**src/rtl/spb_pkg.sv**
```systemverilog
// ----------------------------------------------------------------------------
// spb_pkg
// Shared types and constants of the sphere particle bounce unit.
// ----------------------------------------------------------------------------
package spb_pkg;

    // Quotient bits produced by the pipelined divider.
    // The correction term is below 2^33 whenever the particle hits.
    localparam int DIV_STEPS = 33;

    // Width of the divider remainder and of the squared offset length.
    localparam int REM_W = 64;

    // Per-item values that ride along with the arithmetic.
    typedef struct packed {
        logic            hit;
        logic            pass;
        logic [2:0]      flip;
        logic [2:0][31:0] vel;
    } side_t;

    // One lane of the divider: remainder, plus the unused dividend bits
    // on top and the quotient bits collected so far below them.
    typedef struct packed {
        logic [REM_W-1:0]     rem;
        logic [DIV_STEPS-1:0] low;
    } div_lane_t;

    // Payload of a divider stage.
    typedef struct packed {
        logic [REM_W-1:0]  dd;
        div_lane_t [2:0]   lane;
        side_t             side;
    } div_t;

    // Finished result.
    typedef struct packed {
        logic             hit;
        logic [2:0][31:0] vel;
    } result_t;

endpackage

```
**src/rtl/spb_back.sv**
```systemverilog
// ----------------------------------------------------------------------------
// spb_back
// Rounds the quotients to nearest with ties away from zero, then applies
// the correction to the velocity and saturates to the 32-bit range; a pass item keeps its velocity.
// ----------------------------------------------------------------------------
module spb_back
(
    input  logic              clk,
    input  logic              rst_n,
    input  logic              en,
    input  logic              in_valid,
    input  spb_pkg::div_t     in_data,
    output logic              out_valid,
    output spb_pkg::result_t  out_data
);

    logic                                 valid_reg;
    logic [2:0][spb_pkg::DIV_STEPS:0]     q_reg;
    spb_pkg::side_t                       side_reg;

    // Round: add one when twice the remainder reaches the divisor.
    always_ff @(posedge clk)
    begin
        if (en)
        begin
            for (int i = 0; i < 3; i++)
                q_reg[i] <= {1'b0, in_data.lane[i].low}
                          + (spb_pkg::DIV_STEPS+1)'(({in_data.lane[i].rem, 1'b0}
                                                     >= {1'b0, in_data.dd}));
            side_reg <= in_data.side;
        end
    end

    always_ff @(posedge clk or negedge rst_n)
    begin
        if (!rst_n)
            valid_reg <= 1'b0;
        else if (en)
            valid_reg <= in_valid;
    end

    // Apply the correction and saturate.
    always_comb
    begin
        logic signed [spb_pkg::DIV_STEPS+1:0] vext;
        logic signed [spb_pkg::DIV_STEPS+1:0] qext;
        logic signed [spb_pkg::DIV_STEPS+1:0] nv;
        out_data.hit = side_reg.hit;
        for (int i = 0; i < 3; i++)
        begin
            vext = (spb_pkg::DIV_STEPS+2)'(signed'(side_reg.vel[i]));
            qext = {1'b0, q_reg[i]};
            nv   = side_reg.flip[i] ? (vext + qext) : (vext - qext);
            if (side_reg.pass)
                out_data.vel[i] = side_reg.vel[i];
            else if (nv > 35'sd2147483647)
                out_data.vel[i] = 32'h7FFF_FFFF;
            else if (nv < -35'sd2147483648)
                out_data.vel[i] = 32'h8000_0000;
            else
                out_data.vel[i] = nv[31:0];
        end
    end

    assign out_valid = valid_reg;

endmodule
```
**config.mk**
```make
export PLATFORM = sky130hd
export DESIGN_NAME = spb_back
export DESIGN_NICKNAME = d
export VERILOG_FILES = /design/src/rtl/spb_pkg.sv /design/src/rtl/spb_back.sv
export SDC_FILE = /design/constraint.sdc
export NUM_CORES = 1
export LEC_CHECK = 0
export ABC_AREA = 1
export BUFFER_PORTS_ARGS = -buffer_cell sky130_fd_sc_hd__buf_2
export CAP_MARGIN = 40
export CORE_MARGIN = 2
export CORE_UTILIZATION = 53
export DETAILED_ROUTE_END_ITERATION = 16
export PLACE_DENSITY = 0.79
export SYNTH_ARGS = -nofsm -noshare
export SYNTH_HDL_FRONTEND = slang
export SYNTH_SLANG_ARGS = --single-unit
```
**constraint.sdc**
```tcl
create_clock -name clk -period 4.7 [get_ports clk]
set_input_delay 0.47 -clock clk [delete_from_list [all_inputs] [get_ports clk]]
set_output_delay 0.47 -clock clk [all_outputs]
set_load 0.02 [all_outputs]
```
== Word level (Yosys, flattened, before mapping) ==
Cells that the tools add are included.
Widths: inputs -> output; s select.

* Reductions and logical operators: 0
* Equality and inequality tests: 0
* Multipliers: 0
* Order comparisons: 9
* Div/mod/pow operators: 0
* Shift operators: 0
* Add/sub/neg operators: 9
* Muxes and demuxes: 12
* Bitwise operators: 0

{| class="wikitable"
|+ Operators with widths
! operator !! number
|-
| $mux 32 || 9
|-
| $ge 65x64->1 || 3
|-
| $add 32x35->35 || 3
|-
| $gt 35x32->1 const B || 3
|-
| $lt 35x32->1 const B || 3
|-
| $mux 35 || 3
|-
| $sub 32x35->35 || 3
|-
| $add 33x1->34 || 3
|}

* Bits in latches: 0
* Input port bits: 460
* Output and inout port bits: 98
* Flip-flop bits (word level): 204
* Bits in writable memories: 0
* Memories: 0
* Logic and storage cells: 40
* Bits in read-only memories: 0

== Logic depth before layout (Yosys ltp) ==
Gate-level depths: netlist of the first run.

* Depth in word-level cells: 6
* Gate-level depth with buffers: 29
* Depth with buffers taken out: 28

== Worst setup path after synthesis of the first run ==
Ideal clock, no wire load.

* Path kind: reg2out
* Start point: register q_reg[68] in the netlist's numbering
* End point: output out_data[85] in the netlist's numbering
* Buffers on the path: 1
* Data arrival time: 3587 ps
* Data required time: 4230 ps
* Cell stages (with the launch flop): 25
* Slack: 643 ps
* Cells stage by stage: edfxtp_1 inv_1 ha_1 nand3_1 nor2_1 inv_1 nor2_1 inv_1 nor2_1 nand4_1 o21ai_1 o21ai_0 xor2_1 ha_1 inv_2 nor3_1 nand2_1 nor2_1 nand3_1 nand3_1 nand2_1 nand3_1 nand2_2 buf_4 a21oi_1

{| class="wikitable"
|+ RTL lines
! item !! RTL line !! text
|-
| from (decl) || spb_back.sv:18 || <nowiki>logic [2:0][spb_pkg::DIV_STEPS:0] q_reg;</nowiki>
|-
| from (signal, indexed assignment) || spb_back.sv:27 || <nowiki>q_reg[i] <= {1'b0, in_data.lane[i].low}</nowiki>
|-
| to (decl) || spb_back.sv:14 || <nowiki>output spb_pkg::result_t out_data</nowiki>
|}

==> results of run 1 <==
## worst max path at each step
stage | endpoint
floorplan | out_data[85]
global route | out_data[27]
finish | out_data[27]
CTS | out_data[71]
global placement | out_data[74]
detailed placement | out_data[74]
## cells in the final DEF, fill, tap and decap left out, types with 121 or more instances in the layout
master and count:
buf_4 130, nand3_1 121, edfxtp_1 203, ha_1 271, xor2_1 153, a21oi_1 161, buf_2 463, nand2_1 787
inv_1 413, nor2_1 343
## where the power goes
part | total [mW] | internal (mW) | switching (mW) | leakage [nW]
registers | 2.35 | 2.18 | 0.169 | 2.00
logic | 6.67 | 2.72 | 3.95 | 13.5
clock network | 1.89 | 1.09 | 0.803 | 0.381
## metal layers
metal	GRT usage [%]	vias to the layer above
met5	0	-
met2	60.0	1466
li1	-	12500
met1	41.5	12000
met3	6.15	380
met4	18.3	8
## kinds of logic after synthesis
family	Yosys count
XOR/XNOR	258
buffers and inverters	482
flip-flops	204
adder cells (fa/ha/maj)	306
AND/OR/NAND/NOR	1673
multiplexers	1
AO/OA/AOI/OAI	444
## layout make-up
cell class                 count  area, µm²  area share, %
antenna                       29       72.6          0.223
timing repair buffer         702       4840           14.9
clock inverter                16        151          0.465
tap                          600        751           2.31
clock buffer                  28        637           1.96
sequential                   204       6120           18.8
multi-input combinational   2682      18300           56.2
inverter                     443       1670           5.13
## timing repair
action | in CTS | in global routing
gates resized for setup | 350 | 367
pin swaps | 74 | 178
hold buffers | 1 | 0
hold endpoints to repair | 1 | 0
cloned | 13 | 3
setup buffers | 53 | 43
endpoints found under the setup margin | 96 | 96
## metrics by stage
stage	std cells	util, %	setup WS (ns)
global route	4698	72.0	-1.04
detailed placement	4525	61.5	-0.0138
CTS	4635	67.9	-0.234
finish	4704	72.0	-0.823
global placement	4525	61.5	0.0530
floorplan	3368	-	0.643
==> results by group, run 1 <==
Route
  • Met2 WL post-DR: 43600 µm
  • DRT Wirelength: 92200 µm
  • Number of vias per cell: 5.61
  • # DRC: 0
  • Pre-antenna DRT Iters: 9
  • Initial DRC count: 2402
  • Total number of vias: 26400
  • Top sig layer: met5
  • Metal3 WL: 8650 µm
  • WL met1: 33900 µm
  • Routed Antenna Nets: 0
  • Routed len/inst: 19.6 µm

Layout
  • # nets final: 4824
  • Fill count: 3485
  • Design area: 0.0325 mm²
  • Layout area overhead: 34.9%
  • Share of cells above drive strength 1: 30.9%
  • Max reg flops: 102

CTS
  • CTS root buf: clkbuf_16
  • Register clock-pin slew on the reported worst setup and hold paths: 0.06 ns
  • Htree depth: 1
  • Clk sink count: 204
  • Clock latency on the worst-skew pair: 0.53 ns
  • CTS tree: built
  • Total CTS buffers: 25
  • Clock Path Buffers: 3

Timing
  • Setup TNS: -33.95 ns
  • Final WS setup: -0.823 ns
  • Fmax: 181 MHz
  • Max Clock Skew: 0 ns
  • Worst-Margin Slew: 0.906 ns
  • Final hold viol count: 0
  • Max Transition Viols Final: 0
  • Minimum clock period: 5.52 ns
  • Setup-failing EPs final: 94
  • RSZ-0062 raised after global routing: yes
  • Hold WS: 0.0970 ns
  • Tcrit/Tclk final: 118%
  • Worst slew margin: 39.6%

Run status
  • Failing checks: negative setup slack
  • Status: complete, but fails checks

Floorplanning
  • Initial core utilization: 53.4%
  • Chip height: 217 µm
  • FP Rows: 78
  • Die ar.: 0.0472 mm²
  • Core box area: 0.0452 mm²
  • Die W: 217 µm
  • # IOs: 558

Placed design
  • HPWL after DPL: 69200 µm
  • Area post-placement: 0.0278 mm²
  • Port Buffer Count: 557
  • Final Wtd Congestion: 1.02

Setup path
  • Launching point of the worst reg2reg path: out_valid$_DFFE_PN0P_
  • CP max stage cell: edfxtp_1
  • Reg2Reg Capture Point: out_valid$_DFFE_PN0P_
  • Crit path capture type: output pin
  • Max stage delay on crit path: 0.45 ns
  • Worst EP required: 4.23 ns
  • R2r setup slk: 3.96 ns
  • Worst EP arrival: 5.05 ns
  • Reg2reg path depth: 1
  • CP Max Fanout: 5
  • WS Path Type: reg2out
  • CP top delay family: simple AND/OR/NAND/NOR gates
  • Launch point of the worst path: q_reg[2]$_DFFE_PP_
  • WP depth: 27
  • Crit-path most repeated cell: nand2_2
  • WP buf/inv: 5
  • CP Launch Type: register

GRT
  • Total global-route track usage: 34.8%
  • Initial antenna violation count: 31
  • Largest net degree at the start of global routing: 95
  • Total grt overflow: 0
  • Vias in the first global route: 24200
  • First-pass GRT wire length: 129000 µm

Logic synthesis
  • Post-Syn Instances: 3368
  • Simple-gate share of the synthesized area: 29.9%
  • Sequential area share after synthesis: 25.4%
  • Mux contribution to synthesized area: 0.0467%
  • Post-synthesis compound-gate area fraction: 11.3%
  • EDFF count, synth: 203
  • Cell variety after synth: 58
  • Asr flop ratio synth: 0.490%
  • Post-Syn Area: 0.0241 mm²
  • Syn Area/Cell: 7.16 µm²
  • Main flop type after synthesis: edfxtp_1
  • Post-Synth Adder-Cell Area: 16.0%
  • Top cells by count, synth: 925 x nand2_1, 433 x inv_1, 389 x nor2_1
  • Top cells by area, synth: edfxtp_1 25%, ha_1 16%, nand2_1 14%, inv_1 6.7%, xor2_1 6.1%
  • Xor-xnor portion of the synthesized cell area: 9.37%
  • Leading area contributor after synthesis: edfxtp_1
  • Yosys warns: 0
  • Main combinational cell family by area after synthesis: simple AND/OR/NAND/NOR gates
  • Synth Register Bits: 204
  • Area fraction of the dominant cell type after synthesis: 25.3%
  • Synthesized Nets: 4134
  • Most frequent cell after synthesis: nand2_1

Flow run
  • Number of max-cap violations: 0

Power and ir drop
  • VDD IR max: 0.000358 V
  • Pwr Density: 335 mW/mm²
  • Total power: 10.9 mW
  • Leak: 15.9 nW

Worst hold path
  • Hold endpoint: side_reg[73]$_DFFE_PP_
  • HP Class: in2reg
  • Min-delay src: in_data[73]
  • Worst Hold Depth: 1
No activity file was read; power rests on OpenSTA's default activity.
==> run 2: changes to the inputs <==
--- a/config.mk
+++ b/config.mk
@@ -11,7 +11,8 @@
 export CORE_MARGIN = 2
 export CORE_UTILIZATION = 53
 export DETAILED_ROUTE_END_ITERATION = 16
-export PLACE_DENSITY = 0.79
+export PLACE_DENSITY_LB_ADDON = 0.2
+export SLEW_MARGIN = 20
 export SYNTH_ARGS = -nofsm -noshare
 export SYNTH_HDL_FRONTEND = slang
 export SYNTH_SLANG_ARGS = --single-unit
==> results by group, run 2 (synthesized netlist as in run 1, its figures left out) <==
Run status
  • Status: complete, but fails checks
  • Failing checks: negative setup slack

CTS
  • Clock Path Buffers: 3
  • CTS root buf: clkbuf_16
  • Register clock-pin slew on the reported worst setup and hold paths: 0.07 ns
  • Total CTS buffers: 23
  • Clk sink count: 204
  • CTS tree: built
  • Clock latency on the worst-skew pair: 0.55 ns
  • Htree depth: 1

Timing
  • Final hold viol count: 0
  • Tcrit/Tclk final: 110%
  • Worst slew margin: 45.3%
  • RSZ-0062 raised after global routing: yes
  • Worst-Margin Slew: 0.820 ns
  • Fmax: 194 MHz
  • Max Transition Viols Final: 0
  • Max Clock Skew: 0 ns
  • Final WS setup: -0.452 ns
  • Hold WS: 0.0752 ns
  • Minimum clock period: 5.15 ns
  • Setup TNS: -25.81 ns
  • Setup-failing EPs final: 93

Route
  • Initial DRC count: 1978
  • # DRC: 0
  • Total number of vias: 26000
  • Number of vias per cell: 5.52
  • WL met1: 35200 µm
  • Top sig layer: met5
  • Routed len/inst: 18.7 µm
  • Metal3 WL: 6580 µm
  • Routed Antenna Nets: 0
  • DRT Wirelength: 88400 µm
  • Pre-antenna DRT Iters: 6
  • Met2 WL post-DR: 41800 µm

Layout
  • # nets final: 4846
  • Design area: 0.0325 mm²
  • Share of cells above drive strength 1: 31.7%
  • Fill count: 3563
  • Layout area overhead: 34.9%
  • Final Util: 72.0%
  • Most common cell after layout, fill and taps aside: nand2_1
  • Max reg flops: 102
  • Final Non-Filler Cells: 4720
  • Most frequent cells in the layout: 771 x nand2_1, 461 x buf_2, 416 x inv_1

Setup path
  • CP Launch Type: register
  • Worst EP arrival: 4.68 ns
  • WS Path Type: reg2out
  • CP max stage cell: edfxtp_1
  • Max stage delay on crit path: 0.41 ns
  • CP Max Fanout: 6
  • Crit path capture type: output pin
  • WP buf/inv: 5
  • Worst EP required: 4.23 ns
  • CP top delay family: simple AND/OR/NAND/NOR gates

Placed design
  • HPWL after DPL: 68000 µm
  • Port Buffer Count: 557
  • Cell total after placement: 4546
  • Final Wtd Congestion: 1.02
  • Area post-placement: 0.0279 mm²
  • Pre-CTS WS: -0.138 ns

Power and ir drop
  • VDD IR max: 0.000364 V
  • Leak: 16.0 nW
  • Total power: 10.7 mW
  • Pwr Density: 329 mW/mm²

GRT
  • Total grt overflow: 0
  • Initial antenna violation count: 27
  • Vias in the first global route: 24300
  • Total global-route track usage: 34.3%
  • First-pass GRT wire length: 127000 µm
  • Largest net degree at the start of global routing: 96

Floorplanning
  • Die W: 217 µm
  • Die ar.: 0.0472 mm²
  • Core box area: 0.0452 mm²
  • Chip height: 217 µm
  • # IOs: 558
  • FP Rows: 78
  • Initial core utilization: 53.4%

Flow run
  • Number of max-cap violations: 0

Worst hold path
  • HP Class: in2reg
[run 2: cell types whose count changed in the layout (fill, tap and decap cells not counted), sizes merged]
cell | previous run | this run
inv | 442 | 443
buf | 697 | 716
nand2 | 954 | 957
clkinvlp | 3 | 2
clkbuf | 32 | 29
clkinv | 12 | 15
diode | 29 | 24
bufinv | 2 | 1
[run 2: path summary, 6_finish.rpt]
path | startpoint | end | slack [ns] | depth (start not counted)
max reg2reg | out_valid$_DFFE_PN0P_ | out_valid$_DFFE_PN0P_ | 3.96 | 1
min | in_data[34] | side_reg[34]$_DFFE_PP_ | 0.08 | 1
max in group asynchronous | rst_n | out_valid$_DFFE_PN0P_ | 4.39 | 2
min reg2reg | out_valid$_DFFE_PN0P_ | out_valid$_DFFE_PN0P_ | 0.50 | 1
min in group asynchronous | rst_n | out_valid$_DFFE_PN0P_ | 0.22 | 2
max | q_reg[2]$_DFFE_PP_ | out_data[10] | -0.45 | 28
[run 2: area by class of cell]
type | count | area [µm²] | share of cell area [%]
Multi-Input combinational cell | 2685 | 18400 | 56.5
Sequential cell | 204 | 6120 | 18.8
Timing Repair Buffer | 723 | 4840 | 14.9
Inverter | 443 | 1660 | 5.11
Tap cell | 600 | 751 | 2.31
Clock buffer | 23 | 576 | 1.77
Clock inverter | 18 | 140 | 0.431
Antenna cell | 24 | 60.1 | 0.185
[run 2: what timing repair did]
action / in CTS / in global routing
pin swaps: 121 / 179
cloned: 7 / 7
endpoints found under the setup margin: 95 / 96
resized for setup: 386 / 336
hold buffers: 1 / 0
hold endpoints to repair: 1 / 0
buffers inserted: 65 / 39
[run 2: where the power goes]
part | switching (mW) | internal, mW | total (mW)
clock | 0.798 | 0.957 | 1.75
sequential | 0.151 | 2.18 | 2.33
combinational | 3.94 | 2.69 | 6.63
total | 4.89 | 5.82 | 10.7
[run 2: routing by layer]
layer | track usage (%) | up-vias
li1 | - | 12600
met1 | 42.8 | 12000
met2 | 58.3 | 1179
met3 | 5.32 | 285
met4 | 15.6 | 6
met5 | 0 | -
