--- src/rtl/spb_pkg.sv ---
// ----------------------------------------------------------------------------
// spb_pkg
// Shared types and constants of the sphere particle bounce unit.
// ----------------------------------------------------------------------------
package spb_pkg;

    // Quotient bits produced by the pipelined divider.
    // The correction term is below 2^33 whenever the particle hits.
    localparam int DIV_STEPS = 33;

    // Width of the divider remainder and of the squared offset length.
    localparam int REM_W = 64;

    // Per-item values that ride along with the arithmetic.
    typedef struct packed {
        logic            hit;
        logic            pass;
        logic [2:0]      flip;
        logic [2:0][31:0] vel;
    } side_t;

    // One lane of the divider: remainder, plus the unused dividend bits
    // on top and the quotient bits collected so far below them.
    typedef struct packed {
        logic [REM_W-1:0]     rem;
        logic [DIV_STEPS-1:0] low;
    } div_lane_t;

    // Payload of a divider stage.
    typedef struct packed {
        logic [REM_W-1:0]  dd;
        div_lane_t [2:0]   lane;
        side_t             side;
    } div_t;

    // Finished result.
    typedef struct packed {
        logic             hit;
        logic [2:0][31:0] vel;
    } result_t;

endpackage

--- src/rtl/spb_div_stage.sv ---
// ----------------------------------------------------------------------------
// spb_div_stage
// One restoring division step for all three lanes, with its register.
// ----------------------------------------------------------------------------
module spb_div_stage
(
    input  logic            clk,
    input  logic            rst_n,
    input  logic            en,
    input  logic            in_valid,
    input  spb_pkg::div_t   in_data,
    output logic            out_valid,
    output spb_pkg::div_t   out_data
);

    logic          valid_reg;
    spb_pkg::div_t data_reg;
    spb_pkg::div_t data_next;

    // Shift in the next dividend bit and subtract the divisor if it fits.
    always_comb
    begin
        logic [spb_pkg::REM_W:0] trial;
        logic [spb_pkg::REM_W:0] diff;
        logic                    fits;
        data_next = in_data;
        for (int i = 0; i < 3; i++)
        begin
            trial = {in_data.lane[i].rem, in_data.lane[i].low[spb_pkg::DIV_STEPS-1]};
            diff  = trial - {1'b0, in_data.dd};
            fits  = (trial >= {1'b0, in_data.dd});
            data_next.lane[i].rem = fits ? diff[spb_pkg::REM_W-1:0]
                                         : trial[spb_pkg::REM_W-1:0];
            data_next.lane[i].low = {in_data.lane[i].low[spb_pkg::DIV_STEPS-2:0], fits};
        end
    end

    always_ff @(posedge clk or negedge rst_n)
    begin
        if (!rst_n)
            valid_reg <= 1'b0;
        else if (en)
            valid_reg <= in_valid;
    end

    always_ff @(posedge clk)
    begin
        if (en)
            data_reg <= data_next;
    end

    assign out_valid = valid_reg;
    assign out_data  = data_reg;

endmodule

--- config.mk ---
export PLATFORM = sky130hd
export DESIGN_NAME = spb_div_stage
export DESIGN_NICKNAME = d
export VERILOG_FILES = /design/src/rtl/spb_pkg.sv /design/src/rtl/spb_div_stage.sv
export SDC_FILE = /design/constraint.sdc
export NUM_CORES = 1
export LEC_CHECK = 0
export BUFFER_PORTS_ARGS = -buffer_cell sky130_fd_sc_hd__buf_2
export CORE_AREA = 2 2 361 363
export CTS_CLUSTER_SIZE = 10
export DETAILED_ROUTE_END_ITERATION = 8
export DIE_AREA = 0 0 363 365
export PLACE_DENSITY = 0.51
export SETUP_SLACK_MARGIN = 0.4
export SLEW_MARGIN = 5
export SYNTH_ARGS = -nofsm -noshare
export SYNTH_HDL_FRONTEND = slang
export SYNTH_SLANG_ARGS = --single-unit
--- constraint.sdc ---
create_clock -name clk -period 1.1 [get_ports clk]
set_clock_uncertainty 0.2 [all_clocks]
set_input_delay 0.165 -clock clk [delete_from_list [all_inputs] [get_ports clk]]
set_output_delay 0.165 -clock clk [all_outputs]
set_load 0.005 [all_outputs]
; After elaboration in Yosys (flattened, before gate mapping)
; Cells that the tools add are included.
[word_totals]
regBits = 457
inputBits = 460
out_inout_bits = 457
[classes]
n_addsub = 3
magnitude_cmp = 3
n_mux = 3
[ops]
columns = operator, count
row1 = >= comparator 65 x 64 -> 1 bit, 3
row2 = two-way mux 64 bit, 3
row3 = subtractor 64 bit, 3

; Longest topological paths before layout
; Gate-level depths: netlist of the first run.
[depth]
depth_word = 2
depth_mapped = 16
ltp_nobuf = 14

; Least setup slack after synthesis of the first run
; No wires, ideal clock.
[synth_timing]
kind = input port to flip-flop
startpoint = in in_data[327] (netlist name)
endpoint = reg data_reg, in the netlist out_data[388] (data pin)
arrival_time_ns = 2.854
slack_ns = -2.216
stages = 14
path_buffers = 0
path_cell_list = inv_1 ha_1 fa_1 nor2b_1 o211ai_1 a21oi_1 o21ai_1 o21ai_1 a21oi_1 o31ai_2 a31oi_1 o41ai_1 xor2_1 mux2_1
[synth_lines]
columns = element, line_no
row1 = from (decl), spb_div_stage.sv:11  ; input spb_pkg::div_t in_data,
row2 = to (signal assigned), spb_div_stage.sv:49  ; data_reg <= data_next;
row3 = to (decl), spb_div_stage.sv:17  ; spb_pkg::div_t data_reg;

==> results.md, run 1 <==
- The core box area is 129000 sq um.
- The minimum setup slack after placement is -3.55 ns.
- The count of buffers from port buffering is 916.
- The slew at the pin with the worst max-slew slack is 0.608 ns.
- The number of instances on the worst hold path is 1.
- The critical path endpoint category is a flop.
- The headroom to the max-slew limit is 59.1%.
- The register area is 13700 sq um.
- Traced cell by cell, the critical path runs through buf_8 -> inv_8 -> buf_6 -> ha_4 -> a21o_1 -> a31oi_4 -> nand2_4 -> buf_6 -> buf_6 -> a41oi_4 -> a211oi_4 -> o311ai_2 -> a21boi_2 -> o21bai_2 -> nand2_4 -> buf_6 -> buf_6 -> buf_16 -> a31o_4.
- Counting cells, the worst reg-to-reg path comes to 1.
- The sequential share of power is 32.8%.
- In the final layout, the multi-input gates occupy 16800 sq um.
- The wire length per cell is 25.2 um.
- The power density relative to cell area is 1290 nW/um^2.
- At the worst endpoint, the arrival time is 3.27 ns.
- The number of global-route vias before repair was 31567.
- The internal portion of the total power is 46.1 mW.
- The launch point of the worst reg-to-reg path is out_valid.
- On the final layout, the worst hold slack is -0.535 ns.
- Setup violations remaining at the end of the flow were counted as 652.
- The share of the Yosys chip area taken by registers is 49.8%.
- The flow ran to the end, but the final reports show violations.
- The netlist uses 78 different library cells.
- The maximum VDD drop is 1110 uV.
- The wire-length estimate of the detail-placed layout is 131 mm.
- With fillers left out, the area of the finished cells amounts to 53300 sq um.
- The floorplan step set the die width to 363 um.
- The setup slack of the critical path after layout is -1.94 ns.
- Net switching is 32.7% of the power.
- Derived from the worst setup path, the maximum achievable clock frequency is 329 MHz.
- From bottom edge to top edge, the die measures 365 um.
- The placement row count is 132.
- The first-pass iteration count of the detailed router is 5.
- Setup repair after global routing could not meet its margin everywhere.
- After technology mapping, the gate count stands at 2646.
- The total via count in the routed design is 30549.
- STA classifies the critical path startpoint as an input pin.
- Once detail routing completed, the nets flagged for antenna violations numbered 0.
- In this design, the largest share of critical-path delay is due to compound AO/OA/AOI/OAI gates.
- The final reports fail on hold timing, setup timing.
- In this run the cell area measured after placement is 42600 sq um.
- The beginning of the critical path is in_data[396].
- The floorplan step defined a die boundary enclosing 132000 sq um.
- The mean instance size in the synthesized netlist is 10.4 sq um.
- The number of buffers and inverters on the critical path is 8.
- The most critical setup path has its endpoint at out_data[386].
- Per report_power, the clock group accounts for 30.4% of the total.
- The most numerous cell type found on the critical path is sky130_fd_sc_hd__buf_6.
- At the end of the flow, the number of nets in the layout was 5538.
- The hold violation total from the final report came to 406.
- The first global-routing pass estimated 221 mm of wire.
- The minimum clock period after layout is 3.04 ns.
- The number of max-capacitance violations reported is 0.
- The number of cells on the critical path is 19.
- Global routing used 23.7% of the available tracks across all layers.
- The number of max-slew violations in the final report is 0.
- The clock transition time at the flip-flop clock pins of the worst setup and hold paths is 0.06 ns.
- Summed over all layers, the global routing overflow is 0.
- The total of warnings raised by yosys is 0.
- In this design, the stage delay of the slowest critical-path cell is 0.27 ns.
- The fraction of layout instances using a drive strength above 1 is 55.6%.
- The number of enable flip-flop cells after synthesis is 456.
- Summed over all nets, the switching power comes to 22.4 mW.
- For this design, the slowest cell found on the critical path is sky130_fd_sc_hd__o311ai_2.
- The required time reported for the critical path endpoint is 1.33 ns.
- The DRC violation total after the first TritonRoute iteration is 1682.
- The clock latency reported for the late side of the worst-skew pair is 0.68 ns.
- The leakage power total is 23.2 nW.
- In this run the worst path has a maximum fanout of 6.
- Relative to the synthesized area, the layout overhead comes to 93.5%.
- The combinational power share is 36.8%.
- The number of remaining DRC errors is 0.
- The number of sinks handled by clock tree synthesis is 457.
- The number of H-tree levels is 3.
- The post-synth net total is 3301.
- The initial antenna violation count is 72.
- TritonCTS built the clock tree.
- The count of fill cells added during filler insertion is 12450.
- In this run, synthesis produced a sequential element count of 457.
- The boundary pin count is 917.
- The total clock buffers created by CTS is 66.
- The dominant register cell in the synthesized netlist is sky130_fd_sc_hd__edfxtp_1.
- The flop-to-flop setup slack is 0.16 ns.
- The number of vias per cell is 4.62.
- Counting along the longest clock path gives a buffer depth of 3.
- The share of async-settable or async-resettable flops after synthesis is 0.219%.
- The wire length after detailed routing is 167 mm.
- Of the available clock period, the critical path in the final layout requires 276%.
- The effective utilization at floorplan is 21.4%.
- The pin count of the biggest net entering global routing is 30.
- CTS placed an instance of sky130_fd_sc_hd__clkbuf_16 at the clock tree root.
- At the end of routability-driven placement, the weighted congestion stood at 0.903.
- The critical path is of the input pin to flop type.
- The endpoint identified for the worst register-to-register timing path is out_valid.
- The worst hold-check path type is input pin to flop.
- Summing every instance area after synthesis gives 27600 sq um.
[how the worst min path moves through the flow]
stage                            start       endpoint  slack [ns]
after global routing      in_data[395]  out_data[395]       -0.58
after detailed placement         rst_n      out_valid       -0.26
after global placement           rst_n      out_valid       -0.26
after CTS                 in_data[419]  out_data[419]       -0.60
after floorplan                  rst_n      out_valid       -0.33
final                     in_data[395]  out_data[395]       -0.53
[cells by family after synthesis]
group / count (synthesis) / share of synthesized area (%)
buffers and inverters: 235 / 3.58
AND/OR/NAND/NOR: 714 / 12.1
XOR/XNOR: 175 / 5.56
multiplexers: 35 / 1.42
flip-flops: 457 / 49.8
adder cells (fa/ha/maj): 195 / 8.93
AO/OA/AOI/OAI: 835 / 18.6
[area by class of cell]
class	count	share of cell area (%)
Antenna cell	18	0.0845
Multi-Input combinational cell	1954	31.4
Inverter	111	1.08
Timing Repair Buffer	2293	33.9
Sequential cell	457	25.7
Tap cell	1675	3.93
Clock inverter	31	0.685
Clock buffer	76	3.17
[cells in the mapped netlist, drive strengths merged, types with 14 or more instances]
cell type	n	area, sq um
edfxtp	456	13700
a21oi	323	1640
nand2	219	822
nor2	215	807
ha	192	2400
o21ai	186	931
a21o	117	878
inv	111	417
xnor2	93	815
xor2	82	718
clkbuf	69	262
nand4	65	407
buf	55	309
nand3	50	250
o21bai	43	323
nor3	35	180
mux2	33	372
a31oi	30	203
o21a	27	203
nor2b	25	156
nand2b	19	119
and3	17	106
a211oi	14	110
nor4	14	87.6
[cell usage in the layout (no fill, tap or decap), types with 15 or more instances in the layout]
| master | instances |
|---|---|
| sky130_fd_sc_hd__nand2_1 | 187 |
| sky130_fd_sc_hd__buf_2 | 813 |
| sky130_fd_sc_hd__nand2_2 | 24 |
| sky130_fd_sc_hd__buf_8 | 36 |
| sky130_fd_sc_hd__buf_4 | 926 |
| sky130_fd_sc_hd__buf_6 | 162 |
| sky130_fd_sc_hd__a21oi_1 | 204 |
| sky130_fd_sc_hd__inv_2 | 19 |
| sky130_fd_sc_hd__o21ai_1 | 27 |
| sky130_fd_sc_hd__nand3_1 | 43 |
| sky130_fd_sc_hd__o21a_1 | 26 |
| sky130_fd_sc_hd__edfxtp_1 | 456 |
| sky130_fd_sc_hd__xor2_1 | 79 |
| sky130_fd_sc_hd__a21oi_2 | 96 |
| sky130_fd_sc_hd__buf_12 | 52 |
| sky130_fd_sc_hd__o21ai_0 | 92 |
| sky130_fd_sc_hd__mux2_4 | 32 |
| sky130_fd_sc_hd__clkbuf_16 | 74 |
| sky130_fd_sc_hd__ha_4 | 82 |
| sky130_fd_sc_hd__dlygate4sd3_1 | 268 |
| sky130_fd_sc_hd__a31oi_1 | 16 |
| sky130_fd_sc_hd__ha_1 | 108 |
| sky130_fd_sc_hd__nor2b_1 | 18 |
| sky130_fd_sc_hd__o21bai_1 | 37 |
| sky130_fd_sc_hd__and3_1 | 16 |
| sky130_fd_sc_hd__a21oi_4 | 23 |
| sky130_fd_sc_hd__a21o_1 | 116 |
| sky130_fd_sc_hd__diode_2 | 18 |
| sky130_fd_sc_hd__buf_16 | 28 |
| sky130_fd_sc_hd__nor2_1 | 114 |
| sky130_fd_sc_hd__o21ai_2 | 62 |
| sky130_fd_sc_hd__inv_1 | 71 |
| sky130_fd_sc_hd__nor2_2 | 15 |
| sky130_fd_sc_hd__nand2b_1 | 19 |
| sky130_fd_sc_hd__xnor2_1 | 84 |
| sky130_fd_sc_hd__nor3_1 | 25 |
| sky130_fd_sc_hd__nor2_4 | 86 |
| sky130_fd_sc_hd__nand4_1 | 65 |
[stage by stage]
step | TNS, ns | total power, mW | instances | hold WS [ns] | util, %
after global placement | -670.38 | 42.4 | 6081 | -0.259 | 33.1
final | -563.58 | 68.5 | 6615 | -0.535 | 41.5
after floorplan | -338.65 | 30.8 | 2646 | -0.331 | -
after detailed placement | -678.70 | 42.4 | 6081 | -0.259 | 33.1
after CTS | -588.39 | 67.0 | 6547 | -0.599 | 39.3
after global routing | -604.83 | 71.4 | 6604 | -0.575 | 41.4
[registers in the layout, indices dropped and copies added, names as in the netlist]
| register | cells |
|---|---|
| out_data | 456 |
| out_valid | 1 |
[what timing repair did]
action                                 in CTS  in global routing
resized for setup                         503                549
setup buffers                              71                 35
setup endpoints to repair                 653                656
cloned                                     25                 10
hold buffers                              263                  5
pin swaps                                 126                160
endpoints found under the hold margin     911                690
[metal layers]
metal	part of all wire [%]	track usage [%]
met4	5.1	12.5
met3	7.9	8.13
met5	0.28	0.182
met1	35	23.9
met2	52	42.9
[power groups by stage]
stage	clock (mW)	combinational [mW]	sequential, mW
after CTS	21.3	23.2	22.4
after detailed placement	0	19.7	22.7
after global routing	21.9	26.9	22.6
after global placement	0	19.7	22.7
after floorplan	0	8.02	22.8
final	20.8	25.2	22.5
Power figures use the tool's default switching activity.
==> run 2: changes to the inputs <==
- CAP_MARGIN: not set -> 15
- CELL_PAD_IN_SITES_DETAIL_PLACEMENT: not set -> 1
- CELL_PAD_IN_SITES_GLOBAL_PLACEMENT: not set -> 1
- PLACE_DENSITY: 0.51 -> 0.6
- RECOVER_POWER: not set -> 50
==> run 2 against run 1 <==
  * The flow still finishes with violations (hold timing, setup timing)
  * Clock power up 6%
  * Largest cell class unchanged
  * Die area unchanged
  * Routed wire length up 6.0%
==> results.md, run 2 (synthesis results as in run 1) <==
- The launch point of the worst reg-to-reg path is out_valid.
- In this run the deepest clock path goes through 3 buffers.
- The critical path arrival is 3.29 ns.
- After detailed routing, the total wire length is 177 mm.
- Global routing consumed, over all layers together, 25.4% of the routing resources.
- The cell area after placement is 42500 sq um.
- In this run the clock root is driven by a sky130_fd_sc_hd__clkbuf_16.
- At the pin with the least slew margin, the transition time is 0.945 ns.
- The internal portion of the total power is 48.0 mW.
- The worst register-to-register path has a setup slack of 0.15 ns.
- The hold violation total from the final report is 191.
- The clock transition time at the flip-flop clock pins of the worst setup and hold paths is 0.05 ns.
- The number of flip-flops in the largest register is 456.
- The beginning of the critical path is in_data[417].
- From synthesis to final layout, the design area changed by 96.9%.
- The final net count is 5584.
- The headroom to the max-slew limit is 37.0%.
- After detailed routing, the number of remaining DRC violations is 0.
- The routed layout has 31498 vias.
- The number of max-slew violations in the final report is 0.
- In this run the worst setup path terminates at out_data[386].
- The minimum clock period after layout is 3.07 ns.
- Routability-driven placement finished with a final weighted congestion of 0.895.
- The kind of start point of the critical path is an input pin.
- The total congestion overflow after global routing is 0.
- The core region is 129000 sq um.
- The destination of the worst register-to-register timing path is out_valid.
- After filler insertion, the fill cell instance count of the layout stands at 14236.
- The final instance area is 54300 sq um.
- The clock latency reported for the late side of the worst-skew pair is 0.66 ns.
- Dividing the detail-routed via count by the number of cells gives 4.72.
- Once the floorplan was initialized, standard cells occupied 21.4% of the core.
- CTS built an H-tree with a depth of 3.
- For the worst setup path, the data required time is 1.32 ns.
- The number of global-route vias before repair is 33810.
- The first-pass iteration count of the detailed router is 5.
- The run finished, with violations left.
- The number of max-capacitance violations reported is 0.
- For this design, the sink count on the clock tree is 457.
- The core occupancy in the finished layout is 42.2%.
- In this run the count of I/O pins placed on the die edge is 917.
- The sequential share of power is 31.7%.
- The clock network burns 31.2% of the power.
- The worst setup path category is input pin to flop.
- Based on the critical path, the design can be clocked at up to 326 MHz.
- The min-delay analysis places its worst path in the category input pin to flop.
- Setup violations remaining at the end of the flow were counted as 1065.
- The count of buffers from port buffering is 916.
- The final hold slack is -0.523 ns.
- The CTS tree is built.
- In the post-route analysis, the smallest setup slack over all paths is -1.97 ns.
- Clock tree synthesis inserted a total of 66 buffers.
- The die height is 365 um.
- The checks that failed: hold timing, setup timing.
- The placement row count is 132.
- The library cell used most frequently in the layout, excluding fill and tap cells, is sky130_fd_sc_hd__buf_4.
- In the final layout, the share of cells above drive strength 1 is 57.4%.
- Counting cells, the worst reg-to-reg path comes to 1.
- The first global-routing pass estimated 241 mm of wire.
- Net switching is 32.4% of the power.
- The initial antenna violation count was 77.
- After layout, the worst path uses 279% of the clock period.
- The die boundary width is 363 um.
- Setup repair after global routing could not meet its margin everywhere.
- Power spread over the standard cell area amounts to 1310 nW/um^2.
- The die covers 132000 sq um.
- STA classifies the critical path endpoint as a flop.
- The net switching power of the design is 23.0 mW.
- The wire length per cell is 26.5 um.
- The residual antenna-violating net count after detailed routing is 0.
- The largest driver fanout on the critical path is 3.
- The combinational power share is 37.1%.
- For this design the static power due to leakage is 23.7 nW.
- The DRC violation total after the first TritonRoute iteration is 1559.
- Detailed placement finished with a half-perimeter wire length of 135 mm.
- VDD sags by at most 949 uV.
- In the layout the commonest cells are 958 x sky130_fd_sc_hd__buf_4, 779 x sky130_fd_sc_hd__buf_2, 456 x sky130_fd_sc_hd__edfxtp_1, 265 x sky130_fd_sc_hd__dlygate4sd3_1, 182 x sky130_fd_sc_hd__buf_6.
- Entering global routing, the biggest net connects 47 pins.
run 2: power groups by stage:
| stage | Sequential [mW] | Combinational, mW | Clock (mW) |
|---|---|---|---|
| floorplan | 22.8 | 8.02 | 0 |
| global placement | 22.7 | 19.8 | 0 |
| detailed placement | 22.7 | 20.0 | 0 |
| CTS | 22.4 | 24.2 | 22.5 |
| global route | 22.7 | 28.0 | 23.2 |
| finish | 22.5 | 26.4 | 22.1 |
run 2: what timing repair did:
item	CTS	global route
hold buffers	262	3
endpoints found under the setup margin	653	656
endpoints found under the hold margin	900	600
gates cloned	29	2
setup buffers	99	55
pin swaps	162	163
resized for setup	666	577
run 2: through the flow:
step / instances / setup TNS [ns] / hold slack [ns] / setup WS (ns) / power, mW
detailed placement: 6086 / -637.37 / -0.256 / -3.29 / 42.7
floorplan: 2646 / -338.65 / -0.331 / -2.05 / 30.8
global route: 6656 / -687.81 / -0.562 / -1.99 / 73.8
global placement: 6086 / -628.84 / -0.260 / -3.17 / 42.5
CTS: 6584 / -575.72 / -0.568 / -1.92 / 69.1
finish: 6667 / -652.37 / -0.523 / -1.97 / 71.0
run 2: cell type report:
cell class	count	area, sq um	share of cell area [%]
diodes	23	57.6	0.106
clock buffers	73	1700	3.13
clock inverters	35	459	0.846
inverters	111	636	1.17
multi-input cells	1954	17200	31.7
flip-flops and latches	457	13700	25.3
well taps	1675	2100	3.86
repair buffers	2339	18400	33.9
run 2: worst min path at each step:
stage	to	cells after the start	slack, ns	from
2_1_floorplan	out_valid	0	-0.33	rst_n
3_3_place_gp	out_valid	1	-0.26	rst_n
3_5_place_dp	out_valid	1	-0.26	rst_n
4_1_cts	out_data[396]	1	-0.57	in_data[396]
5_1_grt	out_data[408]	1	-0.56	in_data[408]
6_report	out_data[408]	1	-0.52	in_data[408]
run 2: worst max-delay path, stage by stage:
cell                       delay [ns]
sky130_fd_sc_hd__clkbuf_1        0.11
sky130_fd_sc_hd__inv_2           0.07
sky130_fd_sc_hd__buf_6           0.14
sky130_fd_sc_hd__ha_4            0.26
sky130_fd_sc_hd__nand4_1         0.17
sky130_fd_sc_hd__or4_4           0.63
sky130_fd_sc_hd__a211oi_2        0.18
sky130_fd_sc_hd__buf_4           0.20
sky130_fd_sc_hd__o311ai_4        0.10
sky130_fd_sc_hd__a21boi_2        0.29
sky130_fd_sc_hd__o21bai_2        0.14
sky130_fd_sc_hd__buf_4           0.15
sky130_fd_sc_hd__buf_4           0.13
sky130_fd_sc_hd__buf_4           0.13
sky130_fd_sc_hd__and3_4          0.18
sky130_fd_sc_hd__a31o_2          0.24
run 2: metal layers:
metal | wire (um) | vias up | part of all wire (%) | GRT usage, %
met5 | 435 | - | 0.25 | 0
met4 | 9420 | 66 | 5.3 | 11.8
met3 | 11800 | 365 | 6.7 | 7.09
met2 | 92700 | 949 | 53 | 47.5
met1 | 62200 | 15659 | 35 | 26.0
li1 | - | 14459 | - | -
